[config.mk]
export PLATFORM = sky130hd
export DESIGN_NAME = utf8_stream_validator_top_flat
export DESIGN_NICKNAME = d
export VERILOG_FILES = /design/src/hw/rtl/usv_pkg.sv /design/src/hw/rtl/usv_if.sv /design/src/hw/rtl/usv_step.sv /design/src/hw/rtl/utf8_stream_validator_top.sv /design/src/flat_wrapper.sv
export SDC_FILE = /design/constraint.sdc
export NUM_CORES = 1
export LEC_CHECK = 0
export BUFFER_PORTS_ARGS = -buffer_cell sky130_fd_sc_hd__buf_2
export CAP_MARGIN = 20
export CORE_MARGIN = 3
export CORE_UTILIZATION = 50
export CTS_CLUSTER_SIZE = 20
export DETAILED_ROUTE_END_ITERATION = 8
export GPL_TIMING_DRIVEN = 0
export PLACE_DENSITY = 0.69
export SLEW_MARGIN = 10
export SYNTH_ARGS = -nofsm -noshare
export SYNTH_HDL_FRONTEND = slang
export SYNTH_SLANG_ARGS = --single-unit
export TNS_END_PERCENT = 100
[constraint.sdc]
create_clock -name clock -period 2.6 [get_ports clock]
set_clock_uncertainty 0.1 [all_clocks]
set_input_delay 0.13 -clock clock [delete_from_list [all_inputs] [get_ports clock]]
set_output_delay 0.13 -clock clock [all_outputs]
set_load 0.02 [all_outputs]
[src/hw/rtl/usv_pkg.sv]
// ----------------------------------------------------------------------------
// usv_pkg: shared types and constants for the UTF-8 stream validator
// Byte class limits, code point limits and the tracking state record.
// ----------------------------------------------------------------------------
package usv_pkg;

   localparam int unsigned ByteWidth = 8;
   localparam int unsigned CpWidth   = 21;

   // Lead byte class limits.
   localparam logic [ByteWidth-1:0] Lead2Lo = 8'hC2;
   localparam logic [ByteWidth-1:0] Lead2Hi = 8'hDF;
   localparam logic [ByteWidth-1:0] Lead3Lo = 8'hE0;
   localparam logic [ByteWidth-1:0] Lead3Hi = 8'hEF;
   localparam logic [ByteWidth-1:0] Lead4Lo = 8'hF0;
   localparam logic [ByteWidth-1:0] Lead4Hi = 8'hF4;
   localparam logic [ByteWidth-1:0] AsciiHi = 8'h7F;
   localparam logic [ByteWidth-1:0] NulByte = 8'h00;

   // Continuation bytes have the form 10xxxxxx.
   localparam logic [1:0] ContTag = 2'b10;

   // Code point limits.
   localparam logic [CpWidth-1:0] Min3Byte   = 21'h000800;
   localparam logic [CpWidth-1:0] Min4Byte   = 21'h010000;
   localparam logic [CpWidth-1:0] SurrLo     = 21'h00D800;
   localparam logic [CpWidth-1:0] SurrHi     = 21'h00DFFF;
   localparam logic [CpWidth-1:0] MaxCodePt  = 21'h10FFFF;

   // Sequence lengths, counted as continuation bytes.
   localparam logic [1:0] SeqNone = 2'd0;
   localparam logic [1:0] SeqTwo  = 2'd1;
   localparam logic [1:0] SeqThree = 2'd2;
   localparam logic [1:0] SeqFour = 2'd3;

   typedef struct packed {
      logic [1:0]         pending;
      logic [1:0]         seq_len;
      logic [CpWidth-1:0] partial_cp;
      logic               error;
   } usv_state_type;

   localparam usv_state_type StateClear = '{
      pending:    2'd0,
      seq_len:    SeqNone,
      partial_cp: '0,
      error:      1'b0
   };

endpackage

[src/hw/rtl/usv_if.sv]
// ----------------------------------------------------------------------------
// usv_req_if / usv_rsp_if: valid/ready channels of the UTF-8 stream validator
// The request channel carries string bytes, the response channel verdicts.
// ----------------------------------------------------------------------------
interface usv_req_if;
   logic       valid;
   logic       ready;
   logic [7:0] data_byte;
   logic       last_byte;

   modport source (output valid, output data_byte, output last_byte, input ready);
   modport sink   (input valid, input data_byte, input last_byte, output ready);
endinterface

interface usv_rsp_if;
   logic valid;
   logic ready;
   logic string_valid;

   modport source (output valid, output string_valid, input ready);
   modport sink   (input valid, input string_valid, output ready);
endinterface

[src/hw/rtl/usv_step.sv]
// ----------------------------------------------------------------------------
// usv_step: next-state logic of the UTF-8 stream validator
// Takes one byte against the tracking state and gives the updated state.
// ----------------------------------------------------------------------------
module usv_step (
   input  usv_pkg::usv_state_type cur_state,
   input  logic [7:0]             data_byte,
   output usv_pkg::usv_state_type nxt_state
);
   import usv_pkg::*;

   logic [CpWidth-1:0] cp_ext;
   logic [1:0]         pend_dec;
   logic               range_bad;

   assign cp_ext   = {cur_state.partial_cp[CpWidth-7:0], data_byte[5:0]};
   assign pend_dec = cur_state.pending - 2'd1;

   always_comb begin
      range_bad = ((cur_state.seq_len == SeqThree) && (cp_ext < Min3Byte)) ||
                  ((cur_state.seq_len == SeqFour) && (cp_ext < Min4Byte)) ||
                  ((cp_ext >= SurrLo) && (cp_ext <= SurrHi)) ||
                  (cp_ext > MaxCodePt);
   end

   always_comb begin
      nxt_state = cur_state;
      if (!cur_state.error) begin
         if (cur_state.pending == 2'd0) begin
            // Expecting the start of a new character.
            case (data_byte) inside
               NulByte: begin
                  nxt_state.error = 1'b1;
               end
               [8'h01:AsciiHi]: begin
               end
               [Lead2Lo:Lead2Hi]: begin
                  nxt_state.pending    = 2'd1;
                  nxt_state.seq_len    = SeqTwo;
                  nxt_state.partial_cp = {16'd0, data_byte[4:0]};
               end
               [Lead3Lo:Lead3Hi]: begin
                  nxt_state.pending    = 2'd2;
                  nxt_state.seq_len    = SeqThree;
                  nxt_state.partial_cp = {17'd0, data_byte[3:0]};
               end
               [Lead4Lo:Lead4Hi]: begin
                  nxt_state.pending    = 2'd3;
                  nxt_state.seq_len    = SeqFour;
                  nxt_state.partial_cp = {18'd0, data_byte[2:0]};
               end
               default: begin
                  nxt_state.error = 1'b1;
               end
            endcase
         end else if (data_byte[7:6] != ContTag) begin
            nxt_state.error = 1'b1;
         end else if (pend_dec != 2'd0) begin
            nxt_state.pending    = pend_dec;
            nxt_state.partial_cp = cp_ext;
         end else begin
            // Sequence complete: check overlong forms, surrogates and range.
            nxt_state.pending    = 2'd0;
            nxt_state.seq_len    = SeqNone;
            nxt_state.partial_cp = '0;
            nxt_state.error      = range_bad;
         end
      end
   end

endmodule

[src/hw/rtl/utf8_stream_validator_top.sv]
// ----------------------------------------------------------------------------
// utf8_stream_validator_top: well-formed UTF-8 check over a byte stream
// Takes one byte per word and gives one verdict word per string.
// ----------------------------------------------------------------------------
// The block takes one byte of a string per request word and, on the word
// marked as the last byte, returns one response word whose string_valid bit
// is 1 when the whole string was well-formed UTF-8. A byte is taken every
// clock cycle while no verdict stalls: the tracking state is updated in the
// same cycle the word is accepted, and the verdict sits in a one-deep output
// register, so it appears in the cycle after the last byte. The only stall
// comes from the response side: while a verdict waits in the output register
// and the sink does not take it, no new byte is accepted. Bytes that are not
// the last of a string produce no response word. After a verdict all
// tracking state returns to its reset value, so the next word starts a new
// string. No configuration is needed and no clearing pass follows reset.
// ----------------------------------------------------------------------------
module utf8_stream_validator_top (
   input logic    clock,
   input logic    reset,
   usv_req_if.sink   req_chan,
   usv_rsp_if.source rsp_chan
);
   import usv_pkg::*;

   // Tracking state: pending continuations, sequence length, the code point
   // built so far and the sticky error flag.
   usv_state_type state_ff;
   usv_state_type state_in;
   usv_state_type step_state;

   // Output register holding one verdict.
   logic rsp_valid_ff;
   logic rsp_valid_in;
   logic verdict_ff;
   logic verdict_in;

   logic req_take;

   usv_step u_step (
      .cur_state (state_ff),
      .data_byte (req_chan.data_byte),
      .nxt_state (step_state)
   );

   // A new byte is taken whenever the output register is empty or is being
   // emptied in this same cycle.
   assign req_chan.ready = !rsp_valid_ff || rsp_chan.ready;
   assign req_take       = req_chan.valid && req_chan.ready;

   always_comb begin
      state_in     = state_ff;
      rsp_valid_in = rsp_valid_ff && !rsp_chan.ready;
      verdict_in   = verdict_ff;
      if (req_take) begin
         if (req_chan.last_byte) begin
            // The string ends here: a sequence still open counts as an error.
            state_in     = StateClear;
            rsp_valid_in = 1'b1;
            verdict_in   = !step_state.error && (step_state.pending == 2'd0);
         end else begin
            state_in = step_state;
         end
      end
   end

   always_ff @(posedge clock) begin
      if (reset) begin
         state_ff     <= StateClear;
         rsp_valid_ff <= 1'b0;
      end else begin
         state_ff     <= state_in;
         rsp_valid_ff <= rsp_valid_in;
      end
   end

   always_ff @(posedge clock) begin
      verdict_ff <= verdict_in;
   end

   assign rsp_chan.valid        = rsp_valid_ff;
   assign rsp_chan.string_valid = verdict_ff;

endmodule

[src/flat_wrapper.sv]
// flat-port wrapper written by rule: the top's interface ports become plain ports
module utf8_stream_validator_top_flat import usv_pkg::*;
  (clock, reset, req_chan_valid, req_chan_data_byte, req_chan_last_byte, req_chan_ready, rsp_chan_valid, rsp_chan_string_valid, rsp_chan_ready);
  usv_req_if req_chan_i ();
  usv_rsp_if rsp_chan_i ();
  input logic clock;
  input logic reset;
  input wire logic [$bits(req_chan_i.valid)-1:0] req_chan_valid;
  input wire logic [$bits(req_chan_i.data_byte)-1:0] req_chan_data_byte;
  input wire logic [$bits(req_chan_i.last_byte)-1:0] req_chan_last_byte;
  output wire logic [$bits(req_chan_i.ready)-1:0] req_chan_ready;
  output wire logic [$bits(rsp_chan_i.valid)-1:0] rsp_chan_valid;
  output wire logic [$bits(rsp_chan_i.string_valid)-1:0] rsp_chan_string_valid;
  input wire logic [$bits(rsp_chan_i.ready)-1:0] rsp_chan_ready;
  assign req_chan_i.valid = req_chan_valid;
  assign req_chan_i.data_byte = req_chan_data_byte;
  assign req_chan_i.last_byte = req_chan_last_byte;
  assign req_chan_ready = req_chan_i.ready;
  assign rsp_chan_valid = rsp_chan_i.valid;
  assign rsp_chan_string_valid = rsp_chan_i.string_valid;
  assign rsp_chan_i.ready = rsp_chan_ready;
  utf8_stream_validator_top u_core (.clock(clock), .reset(reset), .req_chan(req_chan_i), .rsp_chan(rsp_chan_i));
endmodule
==> flow_summary_export.csv, run 1 <==
group,metric,value,unit
power_and_ir_drop,irDropWorstVdd,314,uV
cts,cts_inserted_buffers,3,
cts,cts_tree,"yes",
cts,htreeDepth,1,
placement,placedCellCount,198,
status,status,"finished, final reports clean",
cts,cts_resized,0,
final_layout,fin_util,60.9,%
sta,hold_viol,0,
synth,async_flop_share,0,%
drt,vias,1289,
drt,wl,3.21,mm
setup_path,startpoint_type,"primary input",
drt,ant_nets,0,
floorplan,fp.coreArea,2500,um2
synth,synth-seq-area-share,34.0,%
floorplan,pin_count,16,
setup_path,worstPathBufferInverterCount,2,
synth,synth_top_cells_by_count,"dfxtp_1, nand2_1, inv_1",
synth,synth_area_leaders,"dfxtp_1, nand2_1, o31ai_1, nand2b_1, nand4b_1",
synth,ys_ff_latch,22,
floorplan,rows,18,
job,drv_cap,0,
drt,routedWlPerCell,15.6,um
setup_path,slowest_stage,"dlygate4sd3_1",
setup_path,arrival,2.36,ns
cts,cts_buffer_depth,2,
placement,portBuffers,14,
final_layout,area_growth,14.7,%
synth,ys.flop_type,"dfxtp_1",
synth,synth.top_cell.area_share,31.7,%
sta,finalCritPeriodShare,86.4,%
floorplan,die_h,57.5,um
setup_path,critPathMaxStageDelay,0.53,ns
drt,viasPerCell,6.26,
grt,gr-total-overflow,0,
drt,first_pass_iters,4,
sta,max_freq,445,MHz
grt,grt_pass1_vias,1271,
synth,yosysWarnings,0,
grt,grt_max_degree,14,
sta,rsz0062_at_grt,"no",
synth,netlist_instances,154,
placement,place_ws,0.456,ns
floorplan,dieWidth,57.5,um
synth,post-synth-top-count-cell,"dfxtp_1",
sta,tightest_slew,0.502,ns
grt,grt_first_pass_wirelength,5.66,mm
sta,maxSlewViolCount,0,
final_layout,drive_above_1_share,14.2,%
setup_path,cp_top_family,"compound AO/OA/AOI/OAI gates",
grt,antenna_found_initial,0,
setup_path,required,2.72,ns
cts,clkTransAtPathRegs,0.13,ns
final_layout,diodes,0,
cts,cts_root_buf,"clkbuf_4",
setup_path,cp_cell_sequence,"dlygate4sd3_1 -> buf_2 -> nor4_2 -> o31a_1 -> a211o_1 -> nand2_1 -> a32o_1",
power_and_ir_drop,cellPowerDensity,462,nW/um2
placement,gp_congestion,0.857,
synth,yosysTopAreaCell,"dfxtp_1",
drt,drt_drc_violations_left,0,
min_path,hp-class,"primary input to register",
setup_path,crit_path_end_kind,"register",
cts,cts.sinks,22,
sta,finalSetupViolations,0,
final_layout,fin_cells,206,
synth,syn_avg_cell_area,8.61,um2
sta,period_needed,2.25,ns
synth,synth-edff-count,1,
setup_path,path_class,"primary input to register",
cts,clk_latency,0.31,ns
floorplan,start_util,53.1,%
grt,grt_usage,21.3,%
drt,drt-initial-drc-count,42,
sta,setup_tns,0,ns
synth,yosysUniqueCellTypes,50,
sta,whs,0.0115,ns
floorplan,dieArea,3310,um2
sta,slew_headroom,66.3,%
power_and_ir_drop,leakagePower,0.603,nW
synth,postSynthNetCount,169,
setup_path,cp_max_fo,8,
final_layout,final_net_count,192,
synth,synthesis.area,1330,um2
sta,setup_slack,0.353,ns
placement,hpwlAfterDp,2.40,mm
==> flip-flops by register name (all words and copies together) (netlist names) <==
signal,flops
u_core.state_ff,20
u_core.rsp_chan.valid,1
u_core.rsp_chan.string_valid,1
==> final timing paths <==
check                                            from                     to  slack (ns)  cells after the start
worst max register to register    u_core.state_ff[24]    u_core.state_ff[22]        0.36                      7
worst max-delay path            req_chan_data_byte[2]    u_core.state_ff[22]        0.35                      7
worst min-delay path               req_chan_last_byte  u_core.rsp_chan.valid        0.01                      3
worst min register to register    u_core.state_ff[22]    u_core.state_ff[22]        0.41                      1
==> placed cells by master, fill, tap and decap left out, types with 2 or more instances in the layout <==
| master | n |
|---|---|
| clkbuf_1 | 3 |
| ha_1 | 2 |
| o211ai_1 | 5 |
| nor2_1 | 8 |
| dfxtp_1 | 21 |
| nor3_1 | 6 |
| buf_2 | 16 |
| dlygate4sd3_1 | 4 |
| nor2b_1 | 5 |
| clkbuf_4 | 3 |
| or4_1 | 2 |
| o21a_1 | 3 |
| inv_1 | 10 |
| or4b_1 | 2 |
| a32o_1 | 2 |
| o21ai_0 | 3 |
| and2_1 | 4 |
| a22o_1 | 3 |
| a21oi_1 | 8 |
| nor3b_1 | 2 |
| a211o_1 | 2 |
| nand4b_1 | 5 |
| o31ai_1 | 6 |
| nand2b_1 | 7 |
| nand3_1 | 2 |
| mux2i_1 | 4 |
| nand2_1 | 12 |
==> kinds of logic (layout without fill, tap and decap cells) <==
logic type | after synthesis | after routing | synth area share [%]
buffers and inverters | 16 | 38 | 5.28
multiplexers | 4 | 4 | 3.02
adder cells (fa/ha/maj) | 2 | 2 | 1.89
AO/OA/AOI/OAI | 48 | 48 | 28.0
flip-flops | 22 | 22 | 34.0
AND/OR/NAND/NOR | 62 | 62 | 27.8
==> power by group <==
group          internal [W]  total, W  leakage (nW)  switching [W]
clock network      0.000117  0.000229        0.0261       0.000111
logic             0.0000483  0.000127         0.398      0.0000789
registers          0.000346  0.000348         0.179     0.00000196
==> routing by layer <==
metal / part of all wire [%] / GRT usage (%) / vias up
li1: - / - / 626
met1: 48 / 30.6 / 611
met2: 45 / 33.5 / 47
met3: 5.3 / 2.94 / 5
met4: 1.2 / 5.63 / 0
met5: 0 / 0 / -
==> area by class of cell <==
cell class | instances | area [um2]
plain buffers | 6 | 32.5
clock buffers | 4 | 47.5
fillers | 226 | 978
inverters | 10 | 37.5
multi-input cells | 116 | 806
flip-flops and latches | 22 | 450
well taps | 30 | 37.5
repair buffers | 18 | 110
==> metrics by stage <==
stage / area (um2) / total power (W)
2_1_floorplan: 1330 / 0.000438
3_3_place_gp: 1430 / 0.000473
3_5_place_dp: 1430 / 0.000475
4_1_cts: 1520 / 0.000703
5_1_grt: 1520 / 0.000732
6_report: 1520 / 0.000703
==> worst reg2reg max path, cell delays in order (launching register included) <==
cell     delay, ns
dfxtp_1       0.45
inv_1         0.10
ha_1          0.21
buf_2         0.18
o31a_1        0.19
a211o_1       0.45
o21a_1        0.25
a32o_1        0.21
==> repair_timing <==
action,4_1_cts,5_1_grt
setup buffers,0,0
hold buffers,4,0
endpoints found under the hold margin,4,0
Note: power is estimated with default switching activity, not from simulation.
==> run 2: changes to the inputs <==
- CORE_UTILIZATION: 50 -> 30
- PLACE_DENSITY: 0.69 -> 0.46
==> run 2 against run 1 <==
Flip-flop and latch count unchanged. Clock-buffer cell count unchanged. Total power increased by 8.2%. Sequential share of layout area decreased by 0.073 points. Core utilization decreased by 24 points. First-iteration DRC count increased by 12%. Cell count increased by 7.8%. Sequential power about the same. Clock power increased by 26%. Critical path type is now register to register. Largest cell class unchanged.
==> flow_summary_export.csv, run 2 (synthesized netlist as in run 1, its figures left out) <==
group,metric,value,unit
status,status,"finished, final reports clean",
power_and_ir_drop,cellPowerDensity,499,nW/um2
floorplan,dieWidth,72.5,um
cts,cts_root_buf,"clkbuf_8",
cts,cts.sinks,22,
floorplan,dieArea,5250,um2
final_layout,seqCellArea,450,um2
setup_path,cp_max_fo,10,
placement,gp_congestion,0.793,
final_layout,diodes,0,
setup_path,reg2regPathDepth,7,
sta,tightest_slew,0.515,ns
min_path,hp-start,"req_chan_data_byte[0]",
min_path,whs_path_depth,2,
drt,wl,3.54,mm
drt,first_pass_iters,4,
floorplan,pin_count,16,
sta,setup_tns,0,ns
sta,period_needed,2.19,ns
grt,grt_pass1_vias,1219,
sta,rsz0062_at_grt,"no",
final_layout,fin_cells,222,
cts,cts_resized,0,
setup_path,arrival,2.25,ns
floorplan,die_h,72.5,um
placement,placedCellCount,218,
final_layout,largest_register_ffs,20,
floorplan,fp.coreArea,4140,um2
cts,cts_inserted_buffers,3,
drt,drt_drc_violations_left,0,
placement,place_ws,0.449,ns
drt,viasPerCell,5.65,
cts,htreeDepth,1,
cts,post_cts_buffers,0,
floorplan,start_util,32.0,%
final_layout,fillers,456,
grt,antenna_found_initial,0,
grt,grt_first_pass_wirelength,5.82,mm
final_layout,area_growth,15.0,%
min_path,hp-class,"primary input to register",
setup_path,required,2.66,ns
sta,hold_viol,0,
final_layout,final_cell_area,1530,um2
cts,clkTransAtPathRegs,0.09,ns
placement,place_area,1460,um2
cts,cts_tree,"yes",
cts,clk_latency,0.27,ns
placement,hpwlAfterDp,2.76,mm
setup_path,startpoint_type,"register",
floorplan,rows,23,
drt,vias,1255,
cts,cts_buffer_depth,2,
final_layout,largest-register,"u_core.state_ff",
final_layout,final_common_cell,"dfxtp_1",
cts,postCtsHoldBufs,0,
sta,maxSlewViolCount,0,
sta,setup_slack,0.408,ns
final_layout,final_net_count,188,
grt,grt_usage,14.0,%
grt,gr-total-overflow,0,
setup_path,reg2reg_to,"u_core.state_ff[23]",
final_layout,multi_input_area,806,um2
setup_path,path_class,"register to register",
job,drv_cap,0,
drt,ant_nets,0,
setup_path,crit_path_end_kind,"register",
setup_path,regToRegSetupSlack,0.41,ns
drt,drt-initial-drc-count,47,
setup_path,r2r_start,"u_core.state_ff[24]",
sta,max_freq,456,MHz
sta,finalSetupViolations,0,
sta,finalCritPeriodShare,84.3,%
final_layout,most-common-layout-cells,"dfxtp_1, buf_2, nand2_1",
power_and_ir_drop,total_power,0.000761,W
drt,routedWlPerCell,15.9,um
grt,grt_max_degree,14,
sta,slew_headroom,65.4,%
placement,portBuffers,14,
power_and_ir_drop,irDropWorstVdd,161,uV
final_layout,drive_above_1_share,14.5,%
min_path,min_to,"u_core.state_ff[1]",
power_and_ir_drop,leakagePower,0.594,nW
-- run 2: cell types whose count changed in the layout (fill, tap and decap cells not counted) --
cell	before	now
clkbuf_8	0	3
clkbuf_4	3	0
dlygate4sd3_1	4	0
-- run 2: layout make-up --
class	count	share of cell area, %
sequential	22	29.5
clock buffer	4	4.35
buffer	6	2.13
inverter	10	2.46
multi-input combinational	116	52.8
tap	50	4.10
timing repair buffer	14	4.59
-- run 2: power by group --
| group | total (W) | internal (W) | leakage, nW | switching [W] |
|---|---|---|---|---|
| Combinational | 0.000125 | 0.0000444 | 0.381 | 0.0000803 |
| Clock | 0.000289 | 0.000167 | 0.0339 | 0.000122 |
| Sequential | 0.000347 | 0.000345 | 0.179 | 0.00000192 |
| Total | 0.000761 | 0.000557 | 0.594 | 0.000204 |
-- run 2: worst max-delay path by stage --
stage	from	to	slack, ns
floorplan	u_core.state_ff[24]	u_core.state_ff[24]	0.64
CTS	u_core.state_ff[24]	u_core.state_ff[24]	0.43
finish	u_core.state_ff[24]	u_core.state_ff[23]	0.41
global route	u_core.state_ff[24]	u_core.state_ff[24]	0.28
global placement	u_core.state_ff[24]	u_core.state_ff[22]	0.46
detailed placement	u_core.state_ff[24]	u_core.state_ff[23]	0.45
-- run 2: per-stage QoR --
step                utilization (%)  hold slack (ns)
finish                         36.8           0.0307
global route                   36.8           0.0399
global placement               35.2            0.300
detailed placement             35.2            0.313
CTS                            36.8           0.0302
floorplan                         -            0.155
-- run 2: worst max-delay path, cell delays in order (launching register included) --
cell     delay [ns]
dfxtp_1        0.42
inv_1          0.09
ha_1           0.21
buf_2          0.18
o31a_1         0.19
a211o_1        0.45
o21a_1         0.24
a32o_1         0.20
-- run 2: metal layers --
metal | track usage (%) | share of wire (%)
met4 | 5.94 | 1.8
met5 | 0 | 0
met1 | 18.8 | 48
met2 | 22.2 | 46
met3 | 2.49 | 4.2
==> run 3: changes to the inputs <==
- clock period: 2.6 -> 2.1 ns (I/O delays scaled with it)
==> run 3 against run 2 <==
Critical path depth unchanged. Core utilization increased by 0.63 points. Via count decreased by 0.32%.
==> flow_summary_export.csv, run 3 (synthesized netlist as in run 1, its figures left out) <==
group,metric,value,unit
power_and_ir_drop,swShare,26.8,%
cts,clkTransAtPathRegs,0.09,ns
power_and_ir_drop,irDropWorstVdd,197,uV
placement,place_area,1460,um2
final_layout,fillers,451,
setup_path,cp_top_family,"simple AND/OR/NAND/NOR gates",
setup_path,slowest_stage,"or4b_1",
sta,hold_viol,0,
sta,finalCritPeriodShare,99.1,%
grt,met1_usage,18.8,%
final_layout,drive_above_1_share,17.4,%
grt,grt_first_pass_wirelength,5.82,mm
final_layout,fin_cells,222,
setup_path,cpMostUsedCell,"a21oi_1",
setup_path,cp_max_fo,5,
grt,antenna_found_initial,0,
sta,max_freq,481,MHz
sta,rsz0062_at_grt,"yes",
setup_path,startpoint,"u_core.state_ff[24]",
grt,met3_usage,2.49,%
power_and_ir_drop,clock_power_share,37.7,%
final_layout,largest-register,"u_core.state_ff",
cts,htreeDepth,1,
final_layout,most-common-layout-cells,"dfxtp_1, buf_2, nand2_1",
floorplan,rows,23,
cts,post_cts_buffers,0,
power_and_ir_drop,comb_power_share,16.8,%
drt,drt-initial-drc-count,51,
grt,grt_pass1_vias,1218,
grt,use_met2,22.2,%
sta,finalSetupViolations,0,
setup_path,path_class,"register to register",
final_layout,largest_register_ffs,20,
cts,clk_latency,0.27,ns
final_layout,final_net_count,188,
grt,grt_usage,14.1,%
cts,cts_tree,"yes",
job,drv_cap,0,
grt,top_usage_layer,"met2",
status,status,"finished, final reports clean",
setup_path,startpoint_type,"register",
drt,vias,1251,
floorplan,dieArea,5250,um2
grt,gr-total-overflow,0,
placement,hpwlAfterDp,2.76,mm
min_path,hp-start,"req_chan_data_byte[0]",
grt,grt_max_degree,14,
power_and_ir_drop,pwr-share-seq,45.4,%
final_layout,final_common_cell,"dfxtp_1",
sta,slew_headroom,66.1,%
setup_path,worstPathBufferInverterCount,1,
floorplan,start_util,32.0,%
drt,routedWlPerCell,15.9,um
floorplan,fp.coreArea,4140,um2
cts,cts.sinks,22,
final_layout,final_cell_area,1550,um2
drt,viasPerCell,5.64,
setup_path,r2r_start,"u_core.state_ff[24]",
final_layout,diodes,0,
placement,portBuffers,14,
setup_path,cp_cell_sequence,"inv_1 -> ha_2 -> or4b_1 -> a22oi_2 -> a21oi_1 -> or4_1 -> a21oi_1",
floorplan,pin_count,16,
cts,cts_inserted_buffers,3,
power_and_ir_drop,leakagePower,0.596,nW
cts,cts_buffer_depth,2,
placement,placedCellCount,218,
power_and_ir_drop,internal_power,0.000691,W
drt,first_pass_iters,4,
setup_path,required,2.19,ns
cts,cts_root_buf,"clkbuf_8",
power_and_ir_drop,p_sw,0.000253,W
setup_path,critPathMaxStageDelay,0.48,ns
sta,period_needed,2.08,ns
setup_path,crit_path_end_kind,"register",
floorplan,die_h,72.5,um
sta,tightest_slew,0.504,ns
placement,gp_congestion,0.793,
final_layout,area_growth,17.0,%
setup_path,arrival,2.17,ns
drt,drt_drc_violations_left,0,
power_and_ir_drop,cellPowerDensity,608,nW/um2
min_path,hp-class,"primary input to register",
sta,maxSlewViolCount,0,
drt,wl,3.54,mm
drt,ant_nets,0,
floorplan,dieWidth,72.5,um
cts,postCtsHoldBufs,0,
## run 3: layer usage
layer | part of all wire, % | vias up
met2 | 45 | 43
met4 | 2.4 | 0
met3 | 5.3 | 9
met1 | 47 | 583
met5 | 0 | -
li1 | - | 616
## run 3: cell type report
cell class / count / area, um2 / area share (%)
Multi-Input combinational cell: 116 / 822 / 53.0
Sequential cell: 22 / 454 / 29.3
Timing Repair Buffer: 14 / 70.1 / 4.52
Clock buffer: 4 / 66.3 / 4.27
Tap cell: 50 / 62.6 / 4.03
Buffer: 6 / 38.8 / 2.50
Inverter: 10 / 37.5 / 2.42
## run 3: power by group through the flow
stage | Combinational, W | Sequential [W] | Clock [W]
final | 0.000159 | 0.000429 | 0.000356
after global routing | 0.000174 | 0.000430 | 0.000384
after CTS | 0.000155 | 0.000430 | 0.000362
after detailed placement | 0.000154 | 0.000439 | 0
after global placement | 0.000152 | 0.000439 | 0
after floorplan | 0.0000994 | 0.000442 | 0
## run 3: worst register-to-register path: stages, from the launching register on
cell and delay [ns]:
dfxtp_4 0.38, inv_1 0.06, ha_2 0.19, or4b_1 0.48, a22oi_2 0.15, a21oi_1 0.08
or4_1 0.41, a21oi_1 0.14
## run 3: worst paths after layout
check | end | slack, ns | cells past startpoint
setup / recovery | u_core.state_ff[24] | 0.02 | 7
hold / removal | u_core.state_ff[1] | 0.004 | 2
setup reg to reg | u_core.state_ff[24] | 0.02 | 7
hold reg to reg | u_core.state_ff[22] | 0.39 | 1
## run 3: metrics by stage
step | util (%) | total power (W) | setup slack [ns] | hold slack (ns) | setup TNS [ns]
finish | 37.4 | 0.000944 | 0.0191 | 0.00359 | 0
global route | 37.4 | 0.000987 | -0.0759 | 0.0150 | -0.0759
CTS | 36.9 | 0.000947 | 0.000646 | 0.00523 | 0
detailed placement | 35.2 | 0.000593 | -0.0509 | 0.288 | -0.123
global placement | 35.2 | 0.000591 | -0.0357 | 0.275 | -0.0793
floorplan | - | 0.000542 | 0.140 | 0.130 | 0
## run 3: what timing repair did
item | in CTS | in global routing
endpoints found under the setup margin | 4 | 6
resized for setup | 3 | 6
pin swaps | 1 | 1
